--- config.mk ---
export PLATFORM = sky130hd
export DESIGN_NAME = line_rasterizer_flat
export DESIGN_NICKNAME = d
export VERILOG_FILES = /design/src/rtl/lr_pkg.sv /design/src/rtl/lr_in_if.sv /design/src/rtl/lr_out_if.sv /design/src/rtl/lr_front.sv /design/src/rtl/lr_queue.sv /design/src/rtl/lr_back.sv /design/src/rtl/line_rasterizer.sv /design/src/flat_wrapper.sv
export SDC_FILE = /design/constraint.sdc
export NUM_CORES = 1
export LEC_CHECK = 0
export ABC_CLOCK_PERIOD_IN_PS = 5600
export BUFFER_PORTS_ARGS = -buffer_cell sky130_fd_sc_hd__buf_2
export CAP_MARGIN = 20
export CORE_MARGIN = 10
export CORE_UTILIZATION = 60
export CTS_CLUSTER_SIZE = 14
export DETAILED_ROUTE_END_ITERATION = 8
export HOLD_SLACK_MARGIN = 0.03
export PLACE_DENSITY = 0.81
export SETUP_SLACK_MARGIN = 0.05
export SYNTH_ARGS = -nofsm -noshare
export SYNTH_HDL_FRONTEND = slang
export SYNTH_HIERARCHICAL = 1
export SYNTH_SLANG_ARGS = --single-unit
--- constraint.sdc ---
create_clock -name clk -period 5.6 [get_ports clk]
set_input_delay 0.28 -clock clk [delete_from_list [all_inputs] [get_ports clk]]
set_output_delay 0.28 -clock clk [all_outputs]
set_load 0.02 [all_outputs]
--- src/rtl/lr_pkg.sv ---
// line rasterizer package: shared constants and item mode codes
// no dependencies; used by lr_front, lr_queue, lr_back and the top level

package lr_pkg;

    // default coordinate width and depth of the queue between front and back
    localparam int COORD_WIDTH_DEFAULT = 10;
    localparam int QUEUE_DEPTH_DEFAULT = 2;

    // mode field of an input transaction
    typedef enum logic
    {
        MODE_LOAD = 1'b0,
        MODE_STEP = 1'b1
    } mode_t;

    // width of one queued command for a given coordinate width
    function automatic int cmd_width(input int coord_width);
        return 6 * coord_width + 12;
    endfunction

endpackage

--- src/rtl/lr_in_if.sv ---
// input channel of the line rasterizer: valid/ready plus load/step payload
// depends on nothing; width follows COORD_WIDTH

interface lr_in_if #(
    parameter int COORD_WIDTH = 10
);
    logic                   valid;
    logic                   ready;
    logic                   mode;
    logic [COORD_WIDTH-1:0] x_start;
    logic [COORD_WIDTH-1:0] y_start;
    logic [COORD_WIDTH-1:0] x_end;
    logic [COORD_WIDTH-1:0] y_end;

    modport source
    (
        output valid, mode, x_start, y_start, x_end, y_end,
        input  ready
    );

    modport sink
    (
        input  valid, mode, x_start, y_start, x_end, y_end,
        output ready
    );
endinterface

--- src/rtl/lr_out_if.sv ---
// output channel of the line rasterizer: valid/ready plus pixel payload
// depends on nothing; width follows COORD_WIDTH

interface lr_out_if #(
    parameter int COORD_WIDTH = 10
);
    logic                   valid;
    logic                   ready;
    logic                   pixel_valid;
    logic [COORD_WIDTH-1:0] pixel_x;
    logic [COORD_WIDTH-1:0] pixel_y;
    logic                   last_pixel;

    modport source
    (
        output valid, pixel_valid, pixel_x, pixel_y, last_pixel,
        input  ready
    );

    modport sink
    (
        input  valid, pixel_valid, pixel_x, pixel_y, last_pixel,
        output ready
    );
endinterface

--- src/rtl/lr_front.sv ---
// front end: accepts input transactions and turns loads into line setup commands
// depends on lr_pkg and lr_in_if

module lr_front #(
    parameter int COORD_WIDTH = lr_pkg::COORD_WIDTH_DEFAULT,
    parameter int CMD_WIDTH   = lr_pkg::cmd_width(lr_pkg::COORD_WIDTH_DEFAULT)
)
(
    lr_in_if.sink                cmd,
    output logic                 push_valid,
    input  logic                 push_ready,
    output logic [CMD_WIDTH-1:0] push_data
);
    localparam int W = COORD_WIDTH;

    typedef struct packed
    {
        logic                load;
        logic [W-1:0]        first_x;
        logic [W-1:0]        first_y;
        logic [W-1:0]        stop;
        logic signed [W+2:0] decision;
        logic [W+1:0]        straight;
        logic signed [W+2:0] diagonal;
        logic                steep;
        logic                minor_down;
        logic                first_last;
    } cmd_t;

    cmd_t         setup;
    logic [W-1:0] adx;
    logic [W-1:0] ady;
    logic [W-1:0] maj;
    logic [W-1:0] mnr;
    logic         steep;
    logic         swap;

    assign cmd.ready  = push_ready;
    assign push_valid = cmd.valid;

    always_comb
    begin
        adx   = (cmd.x_end >= cmd.x_start) ? (cmd.x_end - cmd.x_start)
                                           : (cmd.x_start - cmd.x_end);
        ady   = (cmd.y_end >= cmd.y_start) ? (cmd.y_end - cmd.y_start)
                                           : (cmd.y_start - cmd.y_end);
        steep = (ady >= adx);
        maj   = steep ? ady : adx;
        mnr   = steep ? adx : ady;
        // draw from the endpoint lower on the major axis
        swap  = steep ? (cmd.y_start > cmd.y_end) : (cmd.x_start > cmd.x_end);

        setup.load       = (cmd.mode == lr_pkg::MODE_LOAD);
        setup.first_x    = swap ? cmd.x_end : cmd.x_start;
        setup.first_y    = swap ? cmd.y_end : cmd.y_start;
        setup.stop       = steep ? (swap ? cmd.y_start : cmd.y_end)
                                 : (swap ? cmd.x_start : cmd.x_end);
        setup.straight   = {1'b0, mnr, 1'b0};
        setup.decision   = $signed({2'b00, mnr, 1'b0}) - $signed({3'b000, maj});
        setup.diagonal   = $signed({2'b00, mnr, 1'b0}) - $signed({2'b00, maj, 1'b0});
        setup.steep      = steep;
        setup.minor_down = (cmd.x_end < cmd.x_start) != (cmd.y_end < cmd.y_start);
        // zero major span means a single pixel on the major axis
        setup.first_last = (maj == '0);
    end

    assign push_data = setup;
endmodule

--- src/rtl/lr_queue.sv ---
// small fifo between the front end and the pixel stepper
// depends on lr_pkg for its default depth

module lr_queue #(
    parameter int DATA_WIDTH = lr_pkg::cmd_width(lr_pkg::COORD_WIDTH_DEFAULT),
    parameter int DEPTH      = lr_pkg::QUEUE_DEPTH_DEFAULT
)
(
    input  logic                  clk,
    input  logic                  rst_n,
    input  logic                  push_valid,
    output logic                  push_ready,
    input  logic [DATA_WIDTH-1:0] push_data,
    output logic                  pop_valid,
    input  logic                  pop_ready,
    output logic [DATA_WIDTH-1:0] pop_data
);
    // pointers wrap back to zero after the last entry, so any depth works
    localparam int PTR_WIDTH = (DEPTH > 1) ? $clog2(DEPTH) : 1;
    localparam int CNT_WIDTH = $clog2(DEPTH + 1);

    logic [DATA_WIDTH-1:0] entry_reg [DEPTH];
    logic [PTR_WIDTH-1:0]  wr_ptr_reg;
    logic [PTR_WIDTH-1:0]  wr_ptr_next;
    logic [PTR_WIDTH-1:0]  rd_ptr_reg;
    logic [PTR_WIDTH-1:0]  rd_ptr_next;
    logic [CNT_WIDTH-1:0]  count_reg;
    logic [CNT_WIDTH-1:0]  count_next;
    logic                  push;
    logic                  pop;

    assign push_ready = (count_reg != CNT_WIDTH'(DEPTH));
    assign pop_valid  = (count_reg != '0);
    assign pop_data   = entry_reg[rd_ptr_reg];
    assign push       = push_valid && push_ready;
    assign pop        = pop_valid && pop_ready;

    always_comb
    begin
        wr_ptr_next = wr_ptr_reg;
        rd_ptr_next = rd_ptr_reg;
        if (push)
        begin
            wr_ptr_next = (wr_ptr_reg == PTR_WIDTH'(DEPTH - 1)) ? '0
                                                                 : PTR_WIDTH'(wr_ptr_reg + 1'b1);
        end
        if (pop)
        begin
            rd_ptr_next = (rd_ptr_reg == PTR_WIDTH'(DEPTH - 1)) ? '0
                                                                 : PTR_WIDTH'(rd_ptr_reg + 1'b1);
        end
        count_next  = count_reg;
        if (push && !pop)
        begin
            count_next = CNT_WIDTH'(count_reg + 1'b1);
        end
        else if (pop && !push)
        begin
            count_next = CNT_WIDTH'(count_reg - 1'b1);
        end
    end

    always_ff @(posedge clk or negedge rst_n)
    begin
        if (!rst_n)
        begin
            wr_ptr_reg <= '0;
            rd_ptr_reg <= '0;
            count_reg  <= '0;
        end
        else
        begin
            wr_ptr_reg <= wr_ptr_next;
            rd_ptr_reg <= rd_ptr_next;
            count_reg  <= count_next;
        end
    end

    always_ff @(posedge clk)
    begin
        if (push)
        begin
            entry_reg[wr_ptr_reg] <= push_data;
        end
    end
endmodule

--- src/rtl/lr_back.sv ---
// back end: holds the line state, returns one result per command, registers output
// depends on lr_pkg and lr_out_if

module lr_back #(
    parameter int COORD_WIDTH = lr_pkg::COORD_WIDTH_DEFAULT,
    parameter int CMD_WIDTH   = lr_pkg::cmd_width(lr_pkg::COORD_WIDTH_DEFAULT)
)
(
    input  logic                 clk,
    input  logic                 rst_n,
    input  logic                 pop_valid,
    output logic                 pop_ready,
    input  logic [CMD_WIDTH-1:0] pop_data,
    lr_out_if.source             pixel
);
    localparam int W = COORD_WIDTH;

    typedef struct packed
    {
        logic                load;
        logic [W-1:0]        first_x;
        logic [W-1:0]        first_y;
        logic [W-1:0]        stop;
        logic signed [W+2:0] decision;
        logic [W+1:0]        straight;
        logic signed [W+2:0] diagonal;
        logic                steep;
        logic                minor_down;
        logic                first_last;
    } cmd_t;

    cmd_t                cmd_word;
    logic                fire;

    logic                busy_reg,       busy_next;
    logic [W-1:0]        cur_x_reg,      cur_x_next;
    logic [W-1:0]        cur_y_reg,      cur_y_next;
    logic [W-1:0]        stop_reg,       stop_next;
    logic signed [W+2:0] decision_reg,   decision_next;
    logic [W+1:0]        straight_reg,   straight_next;
    logic signed [W+2:0] diagonal_reg,   diagonal_next;
    logic                steep_reg,      steep_next;
    logic                minor_down_reg, minor_down_next;

    logic                out_valid_reg,  out_valid_next;
    logic                pix_valid_reg,  pix_valid_next;
    logic [W-1:0]        pix_x_reg,      pix_x_next;
    logic [W-1:0]        pix_y_reg,      pix_y_next;
    logic                pix_last_reg,   pix_last_next;

    logic [W-1:0]        step_x;
    logic [W-1:0]        step_y;
    logic signed [W+2:0] step_decision;
    logic                step_last;

    assign cmd_word  = pop_data;
    assign pop_ready = !out_valid_reg || pixel.ready;
    assign fire      = pop_valid && pop_ready;

    // one bresenham step from the held state
    always_comb
    begin
        step_x        = cur_x_reg;
        step_y        = cur_y_reg;
        step_decision = decision_reg + $signed({1'b0, straight_reg});
        if (steep_reg)
        begin
            step_y = W'(cur_y_reg + 1'b1);
        end
        else
        begin
            step_x = W'(cur_x_reg + 1'b1);
        end
        if (!decision_reg[W+2])
        begin
            step_decision = decision_reg + diagonal_reg;
            if (steep_reg)
            begin
                step_x = minor_down_reg ? W'(cur_x_reg - 1'b1) : W'(cur_x_reg + 1'b1);
            end
            else
            begin
                step_y = minor_down_reg ? W'(cur_y_reg - 1'b1) : W'(cur_y_reg + 1'b1);
            end
        end
        step_last = ((steep_reg ? step_y : step_x) == stop_reg);
    end

    always_comb
    begin
        busy_next       = busy_reg;
        cur_x_next      = cur_x_reg;
        cur_y_next      = cur_y_reg;
        stop_next       = stop_reg;
        decision_next   = decision_reg;
        straight_next   = straight_reg;
        diagonal_next   = diagonal_reg;
        steep_next      = steep_reg;
        minor_down_next = minor_down_reg;

        out_valid_next  = out_valid_reg && !pixel.ready;
        pix_valid_next  = pix_valid_reg;
        pix_x_next      = pix_x_reg;
        pix_y_next      = pix_y_reg;
        pix_last_next   = pix_last_reg;

        if (fire)
        begin
            out_valid_next = 1'b1;
            if (cmd_word.load)
            begin
                busy_next       = !cmd_word.first_last;
                cur_x_next      = cmd_word.first_x;
                cur_y_next      = cmd_word.first_y;
                stop_next       = cmd_word.stop;
                decision_next   = cmd_word.decision;
                straight_next   = cmd_word.straight;
                diagonal_next   = cmd_word.diagonal;
                steep_next      = cmd_word.steep;
                minor_down_next = cmd_word.minor_down;
                pix_valid_next  = 1'b1;
                pix_x_next      = cmd_word.first_x;
                pix_y_next      = cmd_word.first_y;
                pix_last_next   = cmd_word.first_last;
            end
            else if (busy_reg)
            begin
                busy_next      = !step_last;
                cur_x_next     = step_x;
                cur_y_next     = step_y;
                decision_next  = step_decision;
                pix_valid_next = 1'b1;
                pix_x_next     = step_x;
                pix_y_next     = step_y;
                pix_last_next  = step_last;
            end
            else
            begin
                // step with no line in progress
                pix_valid_next = 1'b0;
                pix_x_next     = '0;
                pix_y_next     = '0;
                pix_last_next  = 1'b0;
            end
        end
    end

    always_ff @(posedge clk or negedge rst_n)
    begin
        if (!rst_n)
        begin
            busy_reg       <= 1'b0;
            cur_x_reg      <= '0;
            cur_y_reg      <= '0;
            stop_reg       <= '0;
            decision_reg   <= '0;
            straight_reg   <= '0;
            diagonal_reg   <= '0;
            steep_reg      <= 1'b0;
            minor_down_reg <= 1'b0;
            out_valid_reg  <= 1'b0;
        end
        else
        begin
            busy_reg       <= busy_next;
            cur_x_reg      <= cur_x_next;
            cur_y_reg      <= cur_y_next;
            stop_reg       <= stop_next;
            decision_reg   <= decision_next;
            straight_reg   <= straight_next;
            diagonal_reg   <= diagonal_next;
            steep_reg      <= steep_next;
            minor_down_reg <= minor_down_next;
            out_valid_reg  <= out_valid_next;
        end
    end

    always_ff @(posedge clk)
    begin
        pix_valid_reg <= pix_valid_next;
        pix_x_reg     <= pix_x_next;
        pix_y_reg     <= pix_y_next;
        pix_last_reg  <= pix_last_next;
    end

    assign pixel.valid       = out_valid_reg;
    assign pixel.pixel_valid = pix_valid_reg;
    assign pixel.pixel_x     = pix_x_reg;
    assign pixel.pixel_y     = pix_y_reg;
    assign pixel.last_pixel  = pix_last_reg;
endmodule

--- src/rtl/line_rasterizer.sv ---
// line rasterizer top level: front end, command queue and pixel stepper
// depends on lr_pkg, lr_in_if, lr_out_if, lr_front, lr_queue, lr_back
//
// usage
//   cmd carries one transaction per item: mode load (endpoints given) or step.
//   pixel carries exactly one result transaction per cmd transaction, in order.
//   a load returns the first pixel of the line, each step the next pixel;
//   last_pixel marks the final endpoint, and a step with no line in progress
//   returns pixel_valid low with zero coordinates.
//   a load while a line is in progress abandons that line.
// timing
//   a result is registered after the queue. while pixel.ready is high and
//   QUEUE_DEPTH exceeds one, one transaction per cycle is sustained: the
//   stepper only adds and compares per pixel; load setup is in the front end.
// reset and stall
//   rst_n clears the queue, the output valid flag and the line state (idle).
//   when pixel.ready is low the output register holds its result, the queue
//   fills behind it, and cmd.ready drops once the queue is full.

module line_rasterizer #(
    parameter int COORD_WIDTH = lr_pkg::COORD_WIDTH_DEFAULT,
    parameter int QUEUE_DEPTH = lr_pkg::QUEUE_DEPTH_DEFAULT
)
(
    input  logic     clk,
    input  logic     rst_n,
    lr_in_if.sink    cmd,
    lr_out_if.source pixel
);
    localparam int CMD_WIDTH = lr_pkg::cmd_width(COORD_WIDTH);

    // front end to queue
    logic                 push_valid;
    logic                 push_ready;
    logic [CMD_WIDTH-1:0] push_data;

    // queue to stepper
    logic                 pop_valid;
    logic                 pop_ready;
    logic [CMD_WIDTH-1:0] pop_data;

    // classify each transaction and precompute line setup for loads
    lr_front #(
        .COORD_WIDTH (COORD_WIDTH),
        .CMD_WIDTH   (CMD_WIDTH)
    ) u_front
    (
        .cmd        (cmd),
        .push_valid (push_valid),
        .push_ready (push_ready),
        .push_data  (push_data)
    );

    // decouples acceptance from the stepper and output stalls
    lr_queue #(
        .DATA_WIDTH (CMD_WIDTH),
        .DEPTH      (QUEUE_DEPTH)
    ) u_queue
    (
        .clk        (clk),
        .rst_n      (rst_n),
        .push_valid (push_valid),
        .push_ready (push_ready),
        .push_data  (push_data),
        .pop_valid  (pop_valid),
        .pop_ready  (pop_ready),
        .pop_data   (pop_data)
    );

    // holds the line state and produces one registered result per command
    lr_back #(
        .COORD_WIDTH (COORD_WIDTH),
        .CMD_WIDTH   (CMD_WIDTH)
    ) u_back
    (
        .clk       (clk),
        .rst_n     (rst_n),
        .pop_valid (pop_valid),
        .pop_ready (pop_ready),
        .pop_data  (pop_data),
        .pixel     (pixel)
    );
endmodule
--- src/flat_wrapper.sv ---
// flat-port wrapper written by rule: the top's interface ports become plain ports
module line_rasterizer_flat 
#(
    parameter int COORD_WIDTH = lr_pkg::COORD_WIDTH_DEFAULT,
    parameter int QUEUE_DEPTH = lr_pkg::QUEUE_DEPTH_DEFAULT
)
  (clk, rst_n, cmd_valid, cmd_mode, cmd_x_start, cmd_y_start, cmd_x_end, cmd_y_end, cmd_ready, pixel_valid, pixel_pixel_valid, pixel_pixel_x, pixel_pixel_y, pixel_last_pixel, pixel_ready);
  lr_in_if #(.COORD_WIDTH(COORD_WIDTH)) cmd_i ();
  lr_out_if #(.COORD_WIDTH(COORD_WIDTH)) pixel_i ();
  input  logic clk;
  input  logic rst_n;
  input wire logic [$bits(cmd_i.valid)-1:0] cmd_valid;
  input wire logic [$bits(cmd_i.mode)-1:0] cmd_mode;
  input wire logic [$bits(cmd_i.x_start)-1:0] cmd_x_start;
  input wire logic [$bits(cmd_i.y_start)-1:0] cmd_y_start;
  input wire logic [$bits(cmd_i.x_end)-1:0] cmd_x_end;
  input wire logic [$bits(cmd_i.y_end)-1:0] cmd_y_end;
  output wire logic [$bits(cmd_i.ready)-1:0] cmd_ready;
  output wire logic [$bits(pixel_i.valid)-1:0] pixel_valid;
  output wire logic [$bits(pixel_i.pixel_valid)-1:0] pixel_pixel_valid;
  output wire logic [$bits(pixel_i.pixel_x)-1:0] pixel_pixel_x;
  output wire logic [$bits(pixel_i.pixel_y)-1:0] pixel_pixel_y;
  output wire logic [$bits(pixel_i.last_pixel)-1:0] pixel_last_pixel;
  input wire logic [$bits(pixel_i.ready)-1:0] pixel_ready;
  assign cmd_i.valid = cmd_valid;
  assign cmd_i.mode = cmd_mode;
  assign cmd_i.x_start = cmd_x_start;
  assign cmd_i.y_start = cmd_y_start;
  assign cmd_i.x_end = cmd_x_end;
  assign cmd_i.y_end = cmd_y_end;
  assign cmd_ready = cmd_i.ready;
  assign pixel_valid = pixel_i.valid;
  assign pixel_pixel_valid = pixel_i.pixel_valid;
  assign pixel_pixel_x = pixel_i.pixel_x;
  assign pixel_pixel_y = pixel_i.pixel_y;
  assign pixel_last_pixel = pixel_i.last_pixel;
  assign pixel_i.ready = pixel_ready;
  line_rasterizer #(.COORD_WIDTH(COORD_WIDTH), .QUEUE_DEPTH(QUEUE_DEPTH)) u_core (.clk(clk), .rst_n(rst_n), .cmd(cmd_i), .pixel(pixel_i));
endmodule
# Word-level counts from Yosys, hierarchy flattened
# Memories as Yosys holds them, arrays and structs flattened.
# Cells that the tools add are included.
[totals]
register_bits = 98
latch_bits = 0
mem_bits_rw = 140
romBits = 0
output_inout_bits = 24
word_cells = 105
memories = 1
[memory_table]
columns = ["name", "words", "width", "read_ports", "rd_clocked_by_memory_dff", "wr", "line_no", "rtl"]
rows = [
  ["u_core.u_queue.entry_reg", 2, 70, 1, 0, 1, "lr_queue.sv:22", "logic [DATA_WIDTH-1:0] entry_reg [DEPTH];"],
]
[classes]
addsub = 16
mul = 0
n_div = 0
order_cmp = 7
n_eq_ne = 3
n_shift = 0
muxes = 42
bitwise_logic = 1
reduce_logical = 18
[ops]
columns = ["cell", "count"]
rows = [
  ["$mux 10", 26],
  ["$sub 10x10->10", 4],
  ["$mux 13", 3],
  ["$ge 10x10->1", 3],
  ["$add 13x13->13", 2],
  ["$add 10x1->10 const B", 2],
  ["$gt 10x10->1", 2],
  ["$lt 10x10->1", 2],
  ["$sub 10x1->10 const B", 2],
  ["$sub 11x10->12", 1],
  ["$sub 11x11->12", 1],
  ["$mux 1", 11],
  ["$eq 10x10->1", 1],
  ["$logic_not 10->1", 1],
  ["$logic_not 1->1", 6],
  ["$reduce_bool 2->1", 3],
  ["$logic_and 1x1->1", 5],
  ["$mux 2", 2],
  ["$reduce_and 2->1", 2],
  ["$add 1x1->1 const B", 2],
  ["$add 2x1->2 const B", 1],
  ["$ne 2x2->1 const B", 1],
  ["$sub 2x1->2 const B", 1],
  ["$logic_or 1x1->1", 1],
  ["2 further kinds", 2],
]

# Longest topological paths before layout
# Gate-level depths: netlist of run 1.
[depth]
ltp_word = 9
depth_mapped = 31

# Hierarchy
# Netlist of run 1, hierarchy kept.
[by_module_without_submodules]
columns = ["module", "n_inst", "cells_per_inst", "area_each_um2", "seq_area_each_um2"]
rows = [
  ["lr_back", 1, 610, 5868.1, 2462.4],
  ["lr_queue", 1, 242, 5739.3, 4424.2],
  ["lr_front", 1, 576, 3849.9, 0.0],
]

# Worst setup path after synthesis of run 1
# Ideal clock, no wire load.
[synth_timing]
path_kind = "input port to flip-flop"
startpoint = "in cmd_y_end[0]"
endpoint = "mem u_core/u_queue/entry_reg[0][38] (netlist name) (data pin)"
setup_time_ns = 0.269
t_arrival_ns = 5.927
required_ns = 5.331
slack_ns = -0.595
path_stages = 29
path_buffers = 2
cell_sequence = "inv_1 > ha_1 > inv_1 > fa_1 > nand4_1 > a31oi_1 > o21a_1 > a2111oi_0 > o311ai_1 > a21oi_1 > o21ai_0 > xor2_1 > ha_1 > nand2_1 > nor2_1 > o311a_1 > nor2_4 > clkinv_1 > clkbuf_1 > buf_1 > mux2i_1 > fa_1 > a21oi_1 > o21bai_1 > maj3_2 > a2111oi_4 > o31ai_1 > a21oi_2 > xnor2_1"
[synth_between]
elab_chain_cells = 5
[synth_rtl]
columns = ["element", "line_no", "rtl"]
rows = [
  ["from (decl)", "flat_wrapper.sv:17", "input wire logic [$bits(cmd_i.y_end)-1:0] cmd_y_end;"],
  ["$sub 10x10->10, or another cell as far along", "lr_front.sv:46", ": (cmd.y_start - cmd.y_end);"],
  ["$mux 10 (*)", "lr_front.sv:45", "ady = (cmd.y_end >= cmd.y_start) ? (cmd.y_end - cmd.y_start)"],
  ["$ge 10x10->1", "lr_front.sv:47", "steep = (ady >= adx);"],
  ["$mux 10 (*)", "lr_front.sv:49", "mnr = steep ? adx : ady;"],
  ["named net u_core.push_data[17]", "line_rasterizer.sv:35", "logic [CMD_WIDTH-1:0] push_data;"],
  ["$sub 11x10->12 (*)", "lr_front.sv:59", "setup.decision = $signed({2'b00, mnr, 1'b0}) - $signed({3'b000, maj});"],
  ["to (decl)", "lr_queue.sv:22", ""],
]
# Mark *: on every way through the listed nets, which the timed path passes. The rest lies on a longest branch.

# Worst setup path after layout of run 1
[layout_timing]
startpoint = "in cmd_x_end[0]"
endpoint = "mem u_core/u_queue/entry_reg[0][13] (netlist name) (data pin)"
[layout_between]
elab_chain_cells = 5
[layout_rtl]
columns = ["element", "line_no", "rtl"]
rows = [
  ["from (decl)", "flat_wrapper.sv:16", "input wire logic [$bits(cmd_i.x_end)-1:0] cmd_x_end;"],
  ["$sub 10x10->10, or another cell as far along", "lr_front.sv:44", ": (cmd.x_start - cmd.x_end);"],
  ["$mux 10 (*)", "lr_front.sv:43", "adx = (cmd.x_end >= cmd.x_start) ? (cmd.x_end - cmd.x_start)"],
  ["$ge 10x10->1 (*)", "lr_front.sv:47", ""],
  ["named net u_core.push_data[2]", "line_rasterizer.sv:35", ""],
  ["$mux 10, on equally long branches", "lr_front.sv:49, lr_front.sv:48", ""],
  ["$sub 11x11->12 (*)", "lr_front.sv:60", "setup.diagonal = $signed({2'b00, mnr, 1'b0}) - $signed({2'b00, maj, 1'b0});"],
  ["named net u_core.push_data[13]", "line_rasterizer.sv:35", ""],
]
# Marks and branches as above.

==> run_summary.xml, run 1 <==
<?xml version="1.0" encoding="UTF-8"?>
<metrics>
  <group name="critical_path">
    <metric name="timing.rr.start" unit="">u_core/u_back/decision_reg[12]$_DFFE_PN0P_</metric>
    <metric name="path_class" unit="">in -&gt; reg</metric>
    <metric name="cp_slowest_stage_delay" unit="ps">510</metric>
    <metric name="setup.worst_path.start_class" unit="">primary input</metric>
    <metric name="worst_ep_arrival_time" unit="ps">5480</metric>
    <metric name="worst_ep_required_time" unit="ps">5850</metric>
    <metric name="r2r.worst_path.cells" unit="">11</metric>
    <metric name="worst_path_buffer_plus_inverter_count" unit="">6</metric>
    <metric name="critical-path-slowest-cell" unit="">or4b_4</metric>
    <metric name="worst_path_dominant_cell_family" unit="">compound AO/OA/AOI/OAI gates</metric>
    <metric name="element_type_at_the_critical_path_end" unit="">register</metric>
    <metric name="biggest_fanout_along_the_worst_timing_path" unit="">11</metric>
    <metric name="crit-reg2reg-capture" unit="">u_core/u_back/decision_reg[12]$_DFFE_PN0P_</metric>
    <metric name="reg2reg_setup_slack" unit="ps">1980</metric>
  </group>
  <group name="sta">
    <metric name="post-route-min-period" unit="ps">5230</metric>
    <metric name="hold_viol_final" unit="">0</metric>
    <metric name="final.setup.worst_slack" unit="ps">373</metric>
    <metric name="worst_slack_on_hold_paths" unit="ps">80.8</metric>
    <metric name="setup-tns-final" unit="ps">0</metric>
    <metric name="finalCritPeriodShare" unit="%">93.3</metric>
    <metric name="max_clock_freq" unit="MHz">191</metric>
    <metric name="timing.slew.headroom" unit="%">26.3</metric>
    <metric name="final-setup-viol-count" unit="">0</metric>
    <metric name="worst-slew-pin-transition" unit="ps">1110</metric>
    <metric name="rsz_0062_raised_after_global_routing" unit="">no</metric>
    <metric name="finalMaxSlewViolations" unit="">0</metric>
    <metric name="skew" unit="ps">15.5</metric>
  </group>
  <group name="yosys">
    <metric name="yosys-mux-area-fraction" unit="%">12.6</metric>
    <metric name="synth_flop_cell" unit="">edfxtp_1</metric>
    <metric name="synth_async_sr_flop_share" unit="%">31.4</metric>
    <metric name="post_synth_inst_count" unit="">1428</metric>
    <metric name="syn_avg_cell_area" unit="um2">10.8</metric>
    <metric name="mappedNetlistArea" unit="um2">15500</metric>
    <metric name="synth_cell_types" unit="">101</metric>
    <metric name="synth-compound-area-share" unit="%">15.3</metric>
    <metric name="synth_seq_cells" unit="">242</metric>
    <metric name="synth_warnings" unit="">6</metric>
    <metric name="synth_top_cells_by_count" unit="">edfxtp_1 (166), nand2_1 (119), o21ai_0 (92), a21oi_1 (83), inv_1 (82)</metric>
    <metric name="synthAdderAreaFrac" unit="%">7.00</metric>
    <metric name="synth_top_area_share" unit="%">32.2</metric>
    <metric name="register_area_share_after_synthesis" unit="%">44.6</metric>
    <metric name="yosys.cell_count.top_type" unit="">edfxtp_1</metric>
    <metric name="synth_top_cells_by_area" unit="">edfxtp_1 (32%), dfrtp_1 (12%), mux2_4 (6.8%)</metric>
    <metric name="synthXorXnorAreaFrac" unit="%">4.08</metric>
    <metric name="synth_simple_gate_area_share" unit="%">11.1</metric>
    <metric name="synth_edf_count" unit="">166</metric>
    <metric name="post-synth-top-area-cell" unit="">edfxtp_1</metric>
    <metric name="synth_top_family_by_area" unit="">compound AO/OA/AOI/OAI gates</metric>
  </group>
  <group name="finish">
    <metric name="drive_gt1_share" unit="%">24.9</metric>
    <metric name="finalInstanceArea" unit="um2">17600</metric>
    <metric name="layout.nets" unit="">1685</metric>
    <metric name="largest_register_ff_count" unit="">144</metric>
    <metric name="layout-area-overhead-vs-synth" unit="%">13.9</metric>
    <metric name="insertedDiodeCount" unit="">0</metric>
  </group>
  <group name="grt">
    <metric name="grtUsageTotal" unit="%">22.3</metric>
    <metric name="grt_start_max_net_pins" unit="">73</metric>
    <metric name="grt_pass1_wl" unit="mm">60.5</metric>
    <metric name="grt_overflow_total" unit="">0</metric>
    <metric name="vias_in_the_first_global_route" unit="">11459</metric>
    <metric name="antenna_violations_before_repair" unit="">0</metric>
  </group>
  <group name="floorplan">
    <metric name="io_pins" unit="">69</metric>
    <metric name="area_of_the_die" unit="um2">32600</metric>
    <metric name="rows" unit="">58</metric>
    <metric name="start_util" unit="%">61.2</metric>
    <metric name="die-height" unit="um">181</metric>
    <metric name="die_w" unit="um">181</metric>
    <metric name="floorplan.core_area" unit="um2">25300</metric>
  </group>
  <group name="place">
    <metric name="dp_hpwl" unit="mm">27.5</metric>
    <metric name="pre_cts_ws" unit="ps">-134</metric>
    <metric name="gp_congestion" unit="">0.957</metric>
    <metric name="placedInstanceArea" unit="um2">16700</metric>
    <metric name="io_buffers" unit="">68</metric>
  </group>
  <group name="clock_tree">
    <metric name="numCtsBuffers" unit="">24</metric>
    <metric name="clock_tree.htree_level_count" unit="">1</metric>
    <metric name="clock-root-buffer" unit="">clkbuf_16</metric>
    <metric name="worst_skew_pair.late_latency" unit="ps">520</metric>
    <metric name="tritoncts" unit="">yes</metric>
    <metric name="clk_pin_slew" unit="ps">60</metric>
    <metric name="cts_sinks" unit="">242</metric>
    <metric name="max_clock_buf_depth" unit="">3</metric>
  </group>
  <group name="routing">
    <metric name="wl_per_cell" unit="um">20.1</metric>
    <metric name="postRouteAntennaNets" unit="">0</metric>
    <metric name="vias" unit="">11548</metric>
    <metric name="post_drt_via_cell_ratio" unit="">6.06</metric>
    <metric name="finalWirelength" unit="mm">38.3</metric>
    <metric name="drc" unit="">0</metric>
    <metric name="drt_first_pass_iters" unit="">6</metric>
    <metric name="drt_first_iter_violations" unit="">1140</metric>
  </group>
  <group name="power">
    <metric name="clkPwrFrac" unit="%">14.6</metric>
    <metric name="internal-power" unit="mW">6.87</metric>
    <metric name="pwr-share-comb" unit="%">53.5</metric>
    <metric name="cell_area_power_density" unit="nW/um2">657</metric>
    <metric name="sequential_group_share_of_total_power" unit="%">31.9</metric>
    <metric name="power_switching" unit="mW">4.69</metric>
    <metric name="vdd_ir_drop_max" unit="mV">0.359</metric>
    <metric name="netSwitchingFraction" unit="%">40.6</metric>
    <metric name="power.leakage" unit="nW">7.37</metric>
  </group>
  <group name="run">
    <metric name="maxCapViolations" unit="">0</metric>
  </group>
  <group name="worst_hold_path">
    <metric name="hold_path_class" unit="">in -&gt; reg</metric>
    <metric name="min_delay_path_depth" unit="">3</metric>
    <metric name="min_to" unit="">u_core/u_back/pixel.valid$_DFF_PN0_</metric>
    <metric name="worstHoldStart" unit="">pixel_ready</metric>
  </group>
  <group name="run_status">
    <metric name="run_status" unit="">finished, final reports clean</metric>
  </group>
</metrics>
per-layer routing:
| metal | vias up | GRT usage [%] | wire [um] | part of all wire [%] |
|---|---|---|---|---|
| li1 | 5458 | - | - | - |
| met1 | 5599 | 29.4 | 16600 | 43 |
| met2 | 441 | 38.4 | 18700 | 49 |
| met3 | 50 | 2.39 | 2270 | 5.9 |
| met4 | 0 | 5.84 | 760 | 2.0 |
| met5 | - | 0 | 0 | 0 |
area by class of cell:
| cell class | instances | area, um2 |
|---|---|---|
| Clock buffer | 32 | 672 |
| Clock inverter | 12 | 165 |
| Fill cell | 1791 | 7640 |
| Inverter | 84 | 333 |
| Multi-Input combinational cell | 1022 | 7920 |
| Sequential cell | 242 | 6890 |
| Tap cell | 330 | 413 |
| Timing Repair Buffer | 184 | 1220 |
cells in the final DEF (no fill, tap or decap), types with 22 or more instances in the layout:
master and instances:
a21oi_1 78, buf_2 67, buf_4 115, clkbuf_16 25, dfrtp_1 75, edfxtp_1 166
ha_1 74, inv_1 80, mux2_2 38, mux2_4 70, mux2i_1 24, nand2_1 117
nand3_1 22, nor2_1 79, o21a_1 25, o21ai_0 89, o21ai_1 23, xnor2_1 47
xor2_1 24
how the worst max path moves through the flow:
stage                                           endpoint  cells after the start         start
2_1_floorplan  u_core/u_queue/entry_reg[0][38]$_DFFE_PP_                     29  cmd_y_end[0]
6_report       u_core/u_queue/entry_reg[0][13]$_DFFE_PP_                     28  cmd_x_end[0]
4_1_cts        u_core/u_queue/entry_reg[1][37]$_DFFE_PP_                     28  cmd_y_end[0]
3_3_place_gp   u_core/u_queue/entry_reg[1][12]$_DFFE_PP_                     30  cmd_x_end[0]
3_5_place_dp   u_core/u_queue/entry_reg[0][38]$_DFFE_PP_                     28  cmd_y_end[0]
5_1_grt        u_core/u_queue/entry_reg[0][40]$_DFFE_PP_                     31  cmd_x_end[0]
stage by stage:
step / power, mW / cells / utilization (%)
CTS: 11.5 / 1906 / 69.7
detailed placement: 9.69 / 1860 / 66.3
global route: 12.3 / 1906 / 69.7
finish: 11.6 / 1906 / 69.7
global placement: 9.43 / 1860 / 66.3
floorplan: 8.08 / 1430 / -
tightest hold or removal path, cell delays in order:
cell and delay, ps:
buf_2 70, nand2b_1 140, nand2b_1 60
repair_timing:
item                                   CTS  global route
hold buffers                             2             0
buffers inserted                         0             0
setup endpoints to repair                0             6
resized for setup                        0             2
endpoints found under the hold margin   26             0
cell families after synthesis:
logic type                 after synthesis
buffers and inverters                  166
other                                    1
adders and majority gates               83
xor gates and xnor gates                72
DFF                                    242
and+or+nand+nor                        346
muxes                                  153
AOI/OAI and AO/OA                      365
power by group through the flow:
stage	clock network, mW	logic (mW)	registers, mW
finish	1.69	6.19	3.69
global route	1.78	6.70	3.77
CTS	1.72	6.13	3.67
detailed placement	0	6.00	3.69
global placement	0	5.79	3.63
floorplan	0	4.61	3.47
Note: power is estimated with default switching activity, not from simulation.
==> run 2, diff against run 1 <==
--- a/config.mk
+++ b/config.mk
@@ -10,6 +10,7 @@
 export CAP_MARGIN = 20
 export CORE_MARGIN = 10
 export CORE_UTILIZATION = 60
+export CTS_BUF_LIST = sky130_fd_sc_hd__clkbuf_8
 export CTS_CLUSTER_SIZE = 14
 export DETAILED_ROUTE_END_ITERATION = 8
 export HOLD_SLACK_MARGIN = 0.03
==> run_summary.xml, run 2 (synthesis gave the netlist of run 1 again) <==
<?xml version="1.0" encoding="UTF-8"?>
<metrics>
  <group name="sta">
    <metric name="worst_slack_on_hold_paths" unit="ps">98.2</metric>
    <metric name="final-setup-viol-count" unit="">0</metric>
    <metric name="hold_viol_final" unit="">0</metric>
    <metric name="rsz_0062_raised_after_global_routing" unit="">no</metric>
    <metric name="timing.slew.headroom" unit="%">27.1</metric>
    <metric name="worst-slew-pin-transition" unit="ps">1090</metric>
    <metric name="skew" unit="ps">27.0</metric>
    <metric name="post-route-min-period" unit="ps">5250</metric>
    <metric name="max_clock_freq" unit="MHz">191</metric>
    <metric name="finalCritPeriodShare" unit="%">93.7</metric>
    <metric name="finalMaxSlewViolations" unit="">0</metric>
  </group>
  <group name="finish">
    <metric name="layout-area-overhead-vs-synth" unit="%">13.3</metric>
    <metric name="mostFrequentLayoutCell" unit="">edfxtp_1</metric>
    <metric name="layout.nets" unit="">1700</metric>
    <metric name="number_of_fill_cells" unit="">1819</metric>
    <metric name="final_cell_mix" unit="">edfxtp_1 (166), nand2_1 (117), buf_4 (115)</metric>
    <metric name="largest_register_ff_count" unit="">144</metric>
    <metric name="insertedDiodeCount" unit="">0</metric>
    <metric name="drive_gt1_share" unit="%">25.7</metric>
    <metric name="finalInstanceArea" unit="um2">17500</metric>
  </group>
  <group name="routing">
    <metric name="postRouteAntennaNets" unit="">0</metric>
    <metric name="vias" unit="">11615</metric>
    <metric name="post_drt_via_cell_ratio" unit="">6.01</metric>
    <metric name="drt_first_pass_iters" unit="">7</metric>
    <metric name="finalWirelength" unit="mm">38.3</metric>
    <metric name="drt_first_iter_violations" unit="">1101</metric>
    <metric name="drc" unit="">0</metric>
    <metric name="wl_per_cell" unit="um">19.8</metric>
  </group>
  <group name="clock_tree">
    <metric name="clock-root-buffer" unit="">clkbuf_8</metric>
    <metric name="worst_skew_pair.late_latency" unit="ps">570</metric>
    <metric name="clk_pin_slew" unit="ps">60</metric>
    <metric name="clock_tree.htree_level_count" unit="">2</metric>
    <metric name="post_cts_hold_buffer_count" unit="">3</metric>
    <metric name="post_cts.resized_instances" unit="">0</metric>
    <metric name="numCtsBuffers" unit="">38</metric>
    <metric name="max_clock_buf_depth" unit="">3</metric>
    <metric name="post_cts_buffers" unit="">0</metric>
    <metric name="cts_sinks" unit="">242</metric>
    <metric name="tritoncts" unit="">yes</metric>
  </group>
  <group name="power">
    <metric name="vdd_ir_drop_max" unit="mV">0.308</metric>
    <metric name="fin_total_pwr" unit="mW">11.3</metric>
    <metric name="power.leakage" unit="nW">7.35</metric>
    <metric name="cell_area_power_density" unit="nW/um2">645</metric>
  </group>
  <group name="critical_path">
    <metric name="timing.rr.start" unit="">u_core/u_back/decision_reg[12]$_DFFE_PN0P_</metric>
    <metric name="critical-path-slowest-cell" unit="">o21ai_0</metric>
    <metric name="path_class" unit="">in -&gt; reg</metric>
    <metric name="critical-path-top-cell-by-count" unit="">inv_1</metric>
    <metric name="reg2reg_setup_slack" unit="ps">2170</metric>
    <metric name="worst_ep_arrival_time" unit="ps">5540</metric>
    <metric name="worst_ep_required_time" unit="ps">5890</metric>
    <metric name="crit-reg2reg-capture" unit="">u_core/u_back/decision_reg[12]$_DFFE_PN0P_</metric>
    <metric name="element_type_at_the_critical_path_end" unit="">register</metric>
    <metric name="biggest_fanout_along_the_worst_timing_path" unit="">6</metric>
    <metric name="r2r.worst_path.cells" unit="">11</metric>
    <metric name="cp_slowest_stage_delay" unit="ps">410</metric>
    <metric name="setup.worst_path.start_class" unit="">primary input</metric>
  </group>
  <group name="grt">
    <metric name="antenna_violations_before_repair" unit="">0</metric>
    <metric name="grt_start_max_net_pins" unit="">73</metric>
    <metric name="vias_in_the_first_global_route" unit="">11496</metric>
    <metric name="grt_overflow_total" unit="">0</metric>
    <metric name="grtUsageTotal" unit="%">22.5</metric>
    <metric name="grt_pass1_wl" unit="mm">60.4</metric>
  </group>
  <group name="place">
    <metric name="dp_hpwl" unit="mm">27.5</metric>
    <metric name="gp_congestion" unit="">0.957</metric>
    <metric name="io_buffers" unit="">68</metric>
    <metric name="placedInstanceArea" unit="um2">16700</metric>
  </group>
  <group name="worst_hold_path">
    <metric name="min_to" unit="">u_core/u_queue/entry_reg[1][66]$_DFFE_PP_</metric>
    <metric name="min_delay_path_depth" unit="">3</metric>
    <metric name="worstHoldStart" unit="">cmd_x_start[5]</metric>
    <metric name="hold_path_class" unit="">in -&gt; reg</metric>
  </group>
  <group name="floorplan">
    <metric name="die_w" unit="um">181</metric>
    <metric name="die-height" unit="um">181</metric>
    <metric name="area_of_the_die" unit="um2">32600</metric>
    <metric name="start_util" unit="%">61.2</metric>
    <metric name="floorplan.core_area" unit="um2">25300</metric>
    <metric name="rows" unit="">58</metric>
    <metric name="io_pins" unit="">69</metric>
  </group>
  <group name="run_status">
    <metric name="run_status" unit="">finished, final reports clean</metric>
  </group>
  <group name="run">
    <metric name="maxCapViolations" unit="">0</metric>
  </group>
</metrics>
==> run 2: cell types whose count changed in the layout (fill, tap and decap cells not counted), moves of 3 or more <==
cell	previous run	this run
bufinv_16	4	1
clkbuf_1	5	0
clkbuf_16	25	0
clkbuf_8	2	41
clkinv_1	3	9
clkinv_2	2	8
clkinvlp_4	2	6
inv_1	80	83
==> run 2: critical path, delay by kind of cell <==
family                   cells  cell delay, ps
AO/OA/AOI/OAI               13            2710
XOR/XNOR                     1             300
adder cells (fa/ha/maj)      4            1060
buffers and inverters        4             370
multiplexers                 1             280
AND/OR/NAND/NOR              5             550
==> run 2: area by class of cell <==
type	instances	area [um2]	area share (%)
Inverter	84	333	1.90
Tap cell	330	413	2.36
Multi-Input combinational cell	1022	7910	45.2
Sequential cell	242	6890	39.3
Timing Repair Buffer	185	1230	7.01
Clock buffer	41	564	3.22
Clock inverter	29	178	1.01
==> run 2: metrics by stage <==
step                util, %  TNS (ps)  setup WS [ps]  instances
floorplan                 -      -195          -67.0       1430
global placement       66.3      -128          -51.3       1860
detailed placement     66.3     -1200           -134       1860
CTS                    69.4         0            416       1933
global route           69.4         0           56.1       1933
finish                 69.4         0            352       1933
==> run 2: power breakdown <==
| part | switching (mW) | total (mW) | internal (mW) |
|---|---|---|---|
| logic | 3.41 | 6.16 | 2.75 |
| registers | 0.588 | 3.68 | 3.09 |
| clock network | 0.725 | 1.46 | 0.738 |
==> run 2: metal layers <==
layer / vias up / track usage, % / routed length, um
met5: - / 0 / 0
met4: 0 / 6.96 / 923
met3: 74 / 3.03 / 2460
met2: 469 / 38.7 / 18700
met1: 5577 / 28.8 / 16300
li1: 5495 / - / -
==> run 2: worst max-delay path by stage <==
stage,startpoint,end,cells past startpoint
finish,cmd_x_end[0],u_core/u_queue/entry_reg[1][40]$_DFFE_PP_,28
global route,cmd_x_start[3],u_core/u_queue/entry_reg[0][40]$_DFFE_PP_,26
CTS,cmd_y_end[0],u_core/u_queue/entry_reg[0][40]$_DFFE_PP_,28
detailed placement,cmd_y_end[0],u_core/u_queue/entry_reg[0][38]$_DFFE_PP_,28
global placement,cmd_x_end[0],u_core/u_queue/entry_reg[1][12]$_DFFE_PP_,30
floorplan,cmd_y_end[0],u_core/u_queue/entry_reg[0][38]$_DFFE_PP_,29
==> run 3, diff against run 2 <==
==> constraint.sdc (replaced) <==
create_clock -name clk -period 5.6 [get_ports clk]
set_input_delay 0.84 -clock clk [delete_from_list [all_inputs] [get_ports clk]]
set_output_delay 0.84 -clock clk [all_outputs]
set_load 0.02 [all_outputs]
==> run_summary.xml, run 3 (synthesis gave the netlist of run 1 again) <==
<?xml version="1.0" encoding="UTF-8"?>
<metrics>
  <group name="critical_path">
    <metric name="cp_slowest_stage_delay" unit="ps">380</metric>
    <metric name="critical-path-slowest-cell" unit="">fa_2</metric>
    <metric name="r2r.worst_path.cells" unit="">4</metric>
    <metric name="critical-path-top-cell-by-count" unit="">a21oi_2</metric>
    <metric name="setup.worst_path.start_class" unit="">primary input</metric>
    <metric name="worst_ep_arrival_time" unit="ps">5930</metric>
    <metric name="biggest_fanout_along_the_worst_timing_path" unit="">7</metric>
    <metric name="path_class" unit="">in -&gt; reg</metric>
    <metric name="worst_ep_required_time" unit="ps">5890</metric>
    <metric name="crit-reg2reg-capture" unit="">u_core/u_back/pixel.pixel_y[1]$_DFFE_PP_</metric>
    <metric name="timing.rr.start" unit="">u_core/u_queue/rd_ptr_reg$_DFFE_PN0P_</metric>
    <metric name="element_type_at_the_critical_path_end" unit="">register</metric>
    <metric name="reg2reg_setup_slack" unit="ps">2170</metric>
  </group>
  <group name="grt">
    <metric name="grt.met3_usage" unit="%">3.25</metric>
    <metric name="grt_start_max_net_pins" unit="">73</metric>
    <metric name="global_route.usage.met2" unit="%">40.8</metric>
    <metric name="grtUsageTotal" unit="%">24.1</metric>
    <metric name="grt_overflow_total" unit="">0</metric>
    <metric name="grt_pass1_wl" unit="mm">64.9</metric>
    <metric name="global_route.peak_usage_layer" unit="">met2</metric>
    <metric name="vias_in_the_first_global_route" unit="">12335</metric>
    <metric name="antenna_violations_before_repair" unit="">0</metric>
    <metric name="met1_routing_resource_usage_after_global_routing" unit="%">30.7</metric>
  </group>
  <group name="finish">
    <metric name="layout-area-overhead-vs-synth" unit="%">21.2</metric>
    <metric name="drive_gt1_share" unit="%">33.4</metric>
    <metric name="ff_latch_area" unit="um2">6890</metric>
    <metric name="finalInstanceArea" unit="um2">18700</metric>
    <metric name="final_core_utilization" unit="%">74.2</metric>
    <metric name="multi_input_area" unit="um2">8160</metric>
    <metric name="number_of_fill_cells" unit="">1659</metric>
    <metric name="final_cell_mix" unit="">buf_4 (236), edfxtp_1 (166), nand2_1 (117)</metric>
    <metric name="mostFrequentLayoutCell" unit="">buf_4</metric>
    <metric name="layout.nets" unit="">1823</metric>
    <metric name="largest_register_ff_count" unit="">144</metric>
    <metric name="insertedDiodeCount" unit="">0</metric>
  </group>
  <group name="sta">
    <metric name="final.setup.worst_slack" unit="ps">-41.1</metric>
    <metric name="post-route-min-period" unit="ps">5640</metric>
    <metric name="skew" unit="ps">10.6</metric>
    <metric name="max_clock_freq" unit="MHz">177</metric>
    <metric name="worst-slew-pin-transition" unit="ps">1070</metric>
    <metric name="timing.slew.headroom" unit="%">28.8</metric>
    <metric name="finalMaxSlewViolations" unit="">0</metric>
    <metric name="hold_viol_final" unit="">0</metric>
    <metric name="worst_slack_on_hold_paths" unit="ps">212</metric>
    <metric name="rsz_0062_raised_after_global_routing" unit="">yes</metric>
    <metric name="finalCritPeriodShare" unit="%">101</metric>
    <metric name="final-setup-viol-count" unit="">4</metric>
  </group>
  <group name="run">
    <metric name="maxCapViolations" unit="">0</metric>
  </group>
  <group name="routing">
    <metric name="vias" unit="">12231</metric>
    <metric name="post_drt_via_cell_ratio" unit="">5.95</metric>
    <metric name="drt_first_pass_iters" unit="">5</metric>
    <metric name="drc" unit="">0</metric>
    <metric name="wl_per_cell" unit="um">20.0</metric>
    <metric name="postRouteAntennaNets" unit="">0</metric>
    <metric name="finalWirelength" unit="mm">41.0</metric>
    <metric name="drt_first_iter_violations" unit="">1226</metric>
  </group>
  <group name="floorplan">
    <metric name="io_pins" unit="">69</metric>
    <metric name="area_of_the_die" unit="um2">32600</metric>
    <metric name="rows" unit="">58</metric>
    <metric name="start_util" unit="%">61.2</metric>
    <metric name="floorplan.core_area" unit="um2">25300</metric>
    <metric name="die_w" unit="um">181</metric>
    <metric name="die-height" unit="um">181</metric>
  </group>
  <group name="power">
    <metric name="fin_total_pwr" unit="mW">12.0</metric>
    <metric name="pwr-share-comb" unit="%">57.0</metric>
    <metric name="cell_area_power_density" unit="nW/um2">638</metric>
    <metric name="netSwitchingFraction" unit="%">41.5</metric>
    <metric name="power_switching" unit="mW">4.97</metric>
    <metric name="sequential_group_share_of_total_power" unit="%">30.9</metric>
    <metric name="power.leakage" unit="nW">8.06</metric>
    <metric name="internal-power" unit="mW">6.99</metric>
    <metric name="vdd_ir_drop_max" unit="mV">0.344</metric>
    <metric name="clkPwrFrac" unit="%">12.1</metric>
  </group>
  <group name="clock_tree">
    <metric name="tritoncts" unit="">yes</metric>
    <metric name="numCtsBuffers" unit="">39</metric>
    <metric name="worst_skew_pair.late_latency" unit="ps">550</metric>
    <metric name="clk_pin_slew" unit="ps">60</metric>
    <metric name="clock-root-buffer" unit="">clkbuf_8</metric>
    <metric name="clock_tree.htree_level_count" unit="">2</metric>
    <metric name="cts_sinks" unit="">242</metric>
    <metric name="max_clock_buf_depth" unit="">3</metric>
  </group>
  <group name="worst_hold_path">
    <metric name="hold_path_class" unit="">in -&gt; async</metric>
  </group>
  <group name="place">
    <metric name="io_buffers" unit="">68</metric>
    <metric name="placedInstanceArea" unit="um2">17500</metric>
    <metric name="gp_congestion" unit="">0.941</metric>
    <metric name="dp_hpwl" unit="mm">29.0</metric>
  </group>
  <group name="run_status">
    <metric name="run_status" unit="">finished with violations</metric>
    <metric name="failed_checks" unit="">setup timing</metric>
  </group>
</metrics>
run 3: cell count changes in the layout (fill, tap and decap cells not counted), moves of 4 or more:
cell        delta
buf_4        +121
a21oi_1       -11
a21oi_2        +9
o21ai_0        -7
clkinv_1       -6
ha_1           -5
ha_4           +5
inv_1          +5
clkinvlp_4     -4
o21ai_2        +4
run 3: worst max path at each step:
| stage | depth (start not counted) | end | start |
|---|---|---|---|
| after floorplan | 29 | u_core/u_queue/entry_reg[0][38]$_DFFE_PP_ | cmd_y_end[0] |
| after global placement | 29 | u_core/u_queue/entry_reg[0][38]$_DFFE_PP_ | cmd_x_end[0] |
| after detailed placement | 26 | u_core/u_queue/entry_reg[1][38]$_DFFE_PP_ | cmd_y_end[0] |
| after CTS | 28 | u_core/u_queue/entry_reg[1][38]$_DFFE_PP_ | cmd_x_start[0] |
| after global routing | 27 | u_core/u_queue/entry_reg[1][38]$_DFFE_PP_ | cmd_x_start[1] |
| final | 29 | u_core/u_queue/entry_reg[1][38]$_DFFE_PP_ | cmd_x_end[0] |
run 3: worst max-delay path: cells and delay by family:
kind            cells  cell delay, ps
mux                 2             550
simple gates        3             460
xor+xnor            2             350
fa+ha+maj           5            1460
compound gates     12            1870
buf+inv             5             390
run 3: layout make-up:
cell class,count,area share [%]
Timing Repair Buffer,306,11.7
Timing Repair inverter,1,0.0267
Multi-Input combinational cell,1022,43.6
Tap cell,330,2.20
Inverter,84,1.79
Clock inverter,27,0.735
Clock buffer,44,3.23
Sequential cell,242,36.8
run 3: power by group through the flow:
stage	Clock, mW	Combinational, mW	Sequential, mW
6_report	1.45	6.81	3.69
2_1_floorplan	0	4.62	3.47
3_5_place_dp	0	6.30	3.70
4_1_cts	1.47	6.50	3.68
3_3_place_gp	0	6.06	3.63
5_1_grt	1.55	7.33	3.77
run 3: layer usage:
metal / up-vias / part of all wire, % / routed length, um
met3: 100 / 6.2 / 2540
li1: 5732 / - / -
met2: 483 / 49 / 19900
met5: - / 0 / 0
met4: 0 / 3.2 / 1320
met1: 5916 / 42 / 17200
run 3: stage by stage:
stage	std cells	worst slack, ps	TNS, ps
floorplan	1430	-627	-6280
global placement	1962	-575	-14170
detailed placement	1962	-746	-22460
CTS	2048	50.2	0
global route	2056	-196	-1980
finish	2056	-41.1	-121
run 3: timing repair:
action | 4_1_cts | 5_1_grt
gates resized for setup | 37 | 27
endpoints found under the hold margin | 0 | 0
hold buffers | 0 | 0
pin swaps | 36 | 25
setup buffers | 15 | 8
endpoints found under the setup margin | 16 | 28
cloned | 1 | 0
